<file path="config.mk">
export PLATFORM = sky130hd
export DESIGN_NAME = pfts_scan
export DESIGN_NICKNAME = d
export VERILOG_FILES = /design/src/sv/pfts_pkg.sv /design/src/sv/pfts_scan.sv
export SDC_FILE = /design/constraint.sdc
export NUM_CORES = 1
export LEC_CHECK = 0
export ABC_CLOCK_PERIOD_IN_PS = 2000
export BUFFER_PORTS_ARGS = -buffer_cell sky130_fd_sc_hd__buf_4
export CORE_AREA = 2 2 62 64
export CTS_CLUSTER_DIAMETER = 100
export DETAILED_ROUTE_END_ITERATION = 8
export DIE_AREA = 0 0 64 66
export PLACE_DENSITY_LB_ADDON = 0.12
export SLEW_MARGIN = 20
export SYNTH_ARGS = -nofsm -noshare
export SYNTH_HDL_FRONTEND = slang
export SYNTH_SLANG_ARGS = --single-unit
</file>
<file path="constraint.sdc">
create_clock -name clk -period 2 [get_ports clk]
set_input_delay 0.4 -clock clk [delete_from_list [all_inputs] [get_ports clk]]
set_output_delay 0.4 -clock clk [all_outputs]
set_load 0.005 [all_outputs]
</file>
<file path="src/sv/pfts_pkg.sv">
// pfts_pkg: shared types and constants for the task scheduler
// no dependencies
`default_nettype none
package pfts_pkg;
  typedef enum logic [2:0] {
    OP_CREATE = 3'd0, OP_PICK = 3'd1, OP_YIELD = 3'd2, OP_SLEEP = 3'd3,
    OP_WAKEUP = 3'd4, OP_KILL = 3'd5, OP_EXIT = 3'd6, OP_REMOVE = 3'd7
  } op_t;
  typedef enum logic [2:0] {
    ST_FREE = 3'd0, ST_RUNNABLE = 3'd1, ST_RUNNING = 3'd2,
    ST_SLEEPING = 3'd3, ST_ZOMBIE = 3'd4
  } tstat_t;
  typedef enum logic [2:0] {
    S_IDLE, S_CLEAR, S_SCAN, S_APPLY, S_GAP, S_OUT
  } fsm_t;
  localparam int SLOTS = 64;
  localparam int PID_W = 31;
  localparam int TAG_W = 32;
  localparam int SLOT_W = 6;
  localparam int PRIO_W = 4;
  // one task table entry, all fields that the sweeps walk
  typedef struct packed {
    tstat_t            st;
    logic [PRIO_W-1:0] prio;
    logic [SLOT_W-1:0] rank;
    logic              killed;
  } tent_t;
endpackage
`default_nettype wire

</file>
<file path="src/sv/pfts_scan.sv">
// pfts_scan: shared compare unit, evaluates one table entry per cycle while step is high
// depends on pfts_pkg
`default_nettype none
module pfts_scan import pfts_pkg::*; #(
  parameter int IDX_W = 6,
  parameter int RANK_W = 6
) (
  input  wire logic             clk,
  input  wire logic             start,
  input  wire logic             step,
  input  wire op_t              op,
  input  wire logic [IDX_W-1:0] idx,
  input  wire tstat_t           st,
  input  wire logic [PRIO_W-1:0] prio,
  input  wire logic [RANK_W-1:0] rank,
  input  wire logic [PID_W-1:0] pid,
  input  wire logic [PID_W-1:0] tpid,
  output logic                  found_r,
  output logic [IDX_W-1:0]      best_r
);
  logic [PRIO_W-1:0] bprio_r;
  logic [RANK_W-1:0] brank_r;
  logic hit;
  logic better;

  always_comb begin
    hit = 1'b0;
    better = 1'b0;
    case (op)
      OP_CREATE: begin
        hit = (st == ST_FREE);
        better = hit && !found_r;
      end
      OP_PICK: begin
        hit = (st == ST_RUNNABLE);
        better = hit && (!found_r || prio < bprio_r ||
                 (prio == bprio_r && rank < brank_r));
      end
      OP_KILL: begin
        hit = (st != ST_FREE) && (pid == tpid);
        better = hit && (!found_r || rank < brank_r);
      end
      default: begin
        hit = 1'b0;
        better = 1'b0;
      end
    endcase
  end

  always_ff @(posedge clk) begin
    if (start) begin
      found_r <= 1'b0;
      best_r <= '0;
    end else if (step && better) begin
      found_r <= 1'b1;
      best_r <= idx;
      bprio_r <= prio;
      brank_r <= rank;
    end
  end
endmodule
`default_nettype wire

</file>
---- After elaboration in Yosys (flattened, before gate mapping) ----
Index checks and enable logic that the tools add are counted.
operators by class
  equality and inequality tests ........... 5
  $lt $le $gt $ge ......................... 2
  mux-type cells .......................... 1
  bitwise logic cells ..................... 1
  reductions and logical operators ........ 14
operator list
  kind                  count
  $eq A31 B31 Y1        1
  $eq A3 B1 Y1 const B  2
  $logic_and A1 B1 Y1   6
  $logic_not A3 Y1      2
  $lt A6 B6 Y1          1
  $eq A4 B4 Y1          1
  $lt A4 B4 Y1          1
  $eq A3 B3 Y1 const B  1
  $logic_or A1 B1 Y1    3
  $pmux W1 S3           1
  $reduce_bool A3 Y1    1
  $reduce_and A2 Y1     1
  $logic_not A1 Y1      1
  $not A1 Y1            1
word-level totals
  flip-flop bits (word level) ............. 17

---- Longest topological paths before layout ----
  depth after elaboration ................. 7
  mapped depth ............................ 9

---- Least setup slack after synthesis ----
Ideal clock, no wire load.
  kind .................................... in2reg
  start point ............................. input rank[3]
  end point ............................... register bprio_r[0] (enable)
  data arrival time ....................... 1802 ps
  slack ................................... -141 ps
  cell stages on the path ................. 8
  cells stage by stage .................... ha_1 a21o_1 a21oi_1 o221ai_2 o311ai_1 and3_1 buf_6 and2b_1
on the way
  longest elaborated chain between the ends .. 7
  elaborated cells on any way between the ends .. 9
  classes of those cells .................. order compare: 1; mux: 1; reduce/logical: 7
ends and longest elaborated chain
  what                                    line                              text
  from (decl)                             pfts_scan.sv:15                   input wire logic [RANK_W-1:0] rank,
  $lt A6 B6 Y1 (*)                        pfts_scan.sv:37, pfts_scan.sv:41
  $logic_and A1 B1 Y1                     pfts_scan.sv:37                   (prio == bprio_r && rank < brank_r));
  $logic_or A1 B1 Y1                      pfts_scan.sv:36                   better = hit && (!found_r || prio < bprio_r ||
  $logic_and A1 B1 Y1                     pfts_scan.sv:36
  $pmux W1 S3 (*)                         pfts_scan.sv:29                   case (op)
  $logic_and A1 B1 Y1 (*)                 pfts_scan.sv:54                   end else if (step && better) begin
  $reduce_and A2 Y1 (no source line) (*)  --
  to (signal assigned)                    pfts_scan.sv:57                   bprio_r <= prio;
  to (decl)                               pfts_scan.sv:21                   logic [PRIO_W-1:0] bprio_r;
Every way passes the cells marked *; elsewhere a longest branch is shown, timed or not.
A chain may end at the register's enable or synchronous reset.

---- Worst setup path after layout ----
  start point ............................. register brank_r[3]
  end point ............................... register bprio_r[3] (enable)
on the way
  longest elaborated chain between the ends .. 7
  elaborated cells on any way between the ends .. 9
  classes of those cells .................. order compare: 1; mux: 1; reduce/logical: 7
ends and longest elaborated chain
  what                                    line                              text
  from (decl)                             pfts_scan.sv:22                   logic [RANK_W-1:0] brank_r;
  from (signal assigned)                  pfts_scan.sv:58                   brank_r <= rank;
  $lt A6 B6 Y1 (*)                        pfts_scan.sv:37, pfts_scan.sv:41
  $logic_and A1 B1 Y1                     pfts_scan.sv:37
  $logic_or A1 B1 Y1                      pfts_scan.sv:36
  $logic_and A1 B1 Y1                     pfts_scan.sv:36
  $pmux W1 S3 (*)                         pfts_scan.sv:29
  $logic_and A1 B1 Y1 (*)                 pfts_scan.sv:54
  $reduce_and A2 Y1 (no source line) (*)  --
Marks and branches as above.

==> summary.txt <==
Status
  – Status: complete, no violations

Clock network
  – H-tree depth: 1
  – Post-CTS Setup Bufs: 0
  – Clk_lat worst skew: 290 ps
  – CTS buffer count: 3
  – Clock sinks: 17
  – CTS Buffer Depth: 2
  – Worst-path clk slew: 100 ps
  – CTS Root Cell: clkbuf_4
  – Hold buffer count at cts: 0
  – # resized after CTS: 0
  – CTS tree: yes

Global route
  – Pin count of the biggest net entering global routing: 15
  – First-pass GRT wire length: 5.13 mm
  – GRT met1 Usage: 0.138
  – Total GRT Usage: 0.153
  – Busiest layer in global routing: met2
  – Initial antenna violation count: 0
  – Vias in the first global route: 1329
  – Met2 GRT Util: 0.323
  – Routing usage on met3: 0.0392
  – Congestion Overflow GR: 0

Worst setup path
  – Capturing point of the worst reg2reg path: bprio_r[3]$_DFFE_PP_
  – Startpoint class of the critical path: register
  – R2R Setup Slk: 80 ps
  – Worst-path fanout max: 5
  – CP top delay family: compound AO/OA/AOI/OAI gates
  – Cells on worst reg2reg path: 8
  – Crit-path cells: inv_1, ha_4, a21o_1, a21oi_2, o221ai_2, o311ai_2, and3_1, and2b_2
  – WP data arrival: 1920 ps
  – Worst flop-to-flop path startpoint: brank_r[3]$_DFFE_PP_
  – Endpoint class of the critical path: register
  – Crit path buffers/inverters: 1
  – Kind of critical path: reg2reg
  – Cell at the slowest stage of the critical path: edfxtp_1
  – CP peak stage delay: 390 ps
  – Critical Path RT: 2000 ps

Synth
  – Post-synth EDFFs: 10
  – Synth warn: 0
  – Adder-cell share of the synthesized area: 0.0916
  – Cells after Synth: 122
  – Simple-Gate Fraction of Synth Area: 0.167
  – Most frequent cell after synthesis: xor2_1
  – Cell taking the most area after synthesis: edfxtp_1
  – Largest family of logic cells by synthesized area: XOR/XNOR gates
  – Synth Area in Compound Gates: 0.0682
  – Avg Cell Area, Syn: 10.1 µm²
  – Post-Syn Nets: 218
  – Commonest cells in the netlist: xor2_1 (31), nand2b_1 (13), inv_1 (11), edfxtp_1 (10), ha_1 (9)
  – Synthesis-stage register bit count: 17
  – Register area share after synthesis: 0.358
  – Xor/xnor share of the synthesized area: 0.221
  – Mapped Area: 1230 µm²
  – Mux share of post-synthesis cell area: 0.0488
  – Unique masters post-synth: 25
  – Asr flop ratio synth: 0
  – Yosys top cell area share: 0.244
  – Largest cells by area after synthesis: edfxtp_1 (24%), xor2_1 (22%), dfxtp_1 (11%)
  – Ys flop type: edfxtp_1

Finish
  – Diode count: 0
  – Area growth syn-to-layout: 69.5%
  – Fin nets: 316
  – Post-Layout Cell Count: 267
  – Final Util: 0.587
  – Layout cells sized above 1: 0.498

Die
  – Row count: 22
  – Core area: 3550 µm²
  – Die area: 4220 µm²
  – Starting density of the core: 0.346
  – Die W: 64 µm
  – I/O pin cnt: 94
  – Die Y: 66 µm

Power and ir drop
  – Clock share of power: 0.223
  – Reg power frac: 0.463
  – Peak supply drop: 163 µV
  – Static leakage: 0.000977 µW
  – Pwr/cell area: 390 nW/µm²
  – Psw: 198 µW
  – Net Sw Frac: 0.243
  – Internal: 616 µW
  – Comb pwr share: 0.313

Timing
  – Setup Viol. Count Final: 0
  – Final number of max-transition violations: 0
  – Tightest Pin Transition: 318 ps
  – Clock Skews: 4.42 ps
  – Final-report hold violation count: 0
  – Fmax: 521 MHz
  – Hold WS: 288 ps
  – Final TNS setup: 0 ps
  – Tcrit/Tclk final: 0.960
  – Crit path time final: 1920 ps
  – Slew headroom: 0.786

Run
  – Max Cap Viol: 0

Drt
  – Routed WL per cell: 12.5 µm
  – Final WL: 3.33 mm
  – Via Count: 1237
  – # DRC: 0
  – Drt first pass iters: 4
  – Via/cell ratio: 4.63
  – Number of DRC markers in iteration 0: 14
  – Post-route ant nets: 0

Min path
  – Hold depth: 1
  – Hold WC Path Type: in2reg
  – Hold_sp: rank[0]
  – Hold Path End: brank_r[0]$_DFFE_PP_

Placed design
  – Hpwl dp: 2.89 mm
  – IO buf count: 93
  – Placed Cells: 262
  – GP Congestion: 0.741
==> state kept, by name, indices dropped and copies added (netlist names) <==
name     cells
found_r      1
bprio_r      4
brank_r      6
best_r       6
==> stage by stage <==
stage	power, µW	worst slack [ps]	area (µm²)
6_report	813	80.1	2080
5_1_grt	860	-2.01	2080
4_1_cts	812	23.9	2010
3_5_place_dp	633	-130	1990
3_3_place_gp	625	-117	1990
2_1_floorplan	469	0.462	1240
==> layout by cell type (no fill, tap or decap) <==
| cell type | synthesis | final |
|---|---|---|
| a21o_1 | 1 | 1 |
| a21oi_1 | 5 | 3 |
| a21oi_2 | 0 | 2 |
| a41oi_1 | 1 | 1 |
| and2b_2 | 0 | 1 |
| and2b_4 | 0 | 1 |
| and3_1 | 1 | 1 |
| buf_4 | 0 | 94 |
| clkbuf_4 | 0 | 3 |
| clkinv_2 | 0 | 1 |
| dfxtp_1 | 7 | 7 |
| edfxtp_1 | 10 | 10 |
| ha_1 | 9 | 5 |
| ha_4 | 0 | 4 |
| inv_1 | 11 | 11 |
| mux2i_1 | 6 | 6 |
| nand2_1 | 3 | 3 |
| nand2b_1 | 13 | 13 |
| nand4_1 | 3 | 3 |
| nor2_1 | 2 | 2 |
| nor3_1 | 2 | 2 |
| nor3b_2 | 1 | 1 |
| nor4_1 | 8 | 8 |
| o21ai_0 | 1 | 1 |
| o21ai_1 | 1 | 1 |
| o221ai_2 | 1 | 1 |
| o311ai_2 | 0 | 1 |
| o31a_1 | 1 | 1 |
| xor2_1 | 31 | 31 |
==> final cells by class <==
cell class              instances  area, µm²
clock buffers                   3       22.5
well taps                      48       60.1
multi-input cells              93        810
flip-flops and latches         17        440
fillers                       328       1470
repair buffers                 94        706
inverters                      11       41.3
clock inverters                 1       5.00
==> worst max-delay path by stage <==
stage / depth (start not counted) / endpoint / slack (ps) / start
4_1_cts: 8 / brank_r[3]$_DFFE_PP_ / 20 / brank_r[3]$_DFFE_PP_
3_5_place_dp: 8 / brank_r[3]$_DFFE_PP_ / -130 / rank[3]
3_3_place_gp: 7 / brank_r[3]$_DFFE_PP_ / -120 / prio[1]
2_1_floorplan: 8 / bprio_r[0]$_DFFE_PP_ / 0.5 / rank[3]
5_1_grt: 8 / bprio_r[3]$_DFFE_PP_ / -2 / bprio_r[2]$_DFFE_PP_
6_report: 8 / bprio_r[3]$_DFFE_PP_ / 80 / brank_r[3]$_DFFE_PP_
==> cell families (layout without fill, tap and decap cells) <==
group	Yosys count	in the layout
xor gates and xnor gates	31	31
AOI/OAI and AO/OA	12	12
muxes	6	6
adders and majority gates	9	9
buffers and inverters	13	109
and+or+nand+nor	34	35
DFF	17	17
==> metal layers <==
layer | vias to the layer above | wire length, µm
met4 | 0 | 49
li1 | 620 | -
met1 | 549 | 1060
met3 | 7 | 294
met2 | 61 | 1920
met5 | - | 0
==> power by group through the flow <==
stage / sequential [µW] / combinational [µW] / clock (µW)
floorplan: 385 / 84.6 / 0
global placement: 385 / 240 / 0
detailed placement: 385 / 248 / 0
CTS: 377 / 249 / 187
global route: 378 / 279 / 204
finish: 377 / 255 / 182
Note: power is estimated with default switching activity, not from simulation.
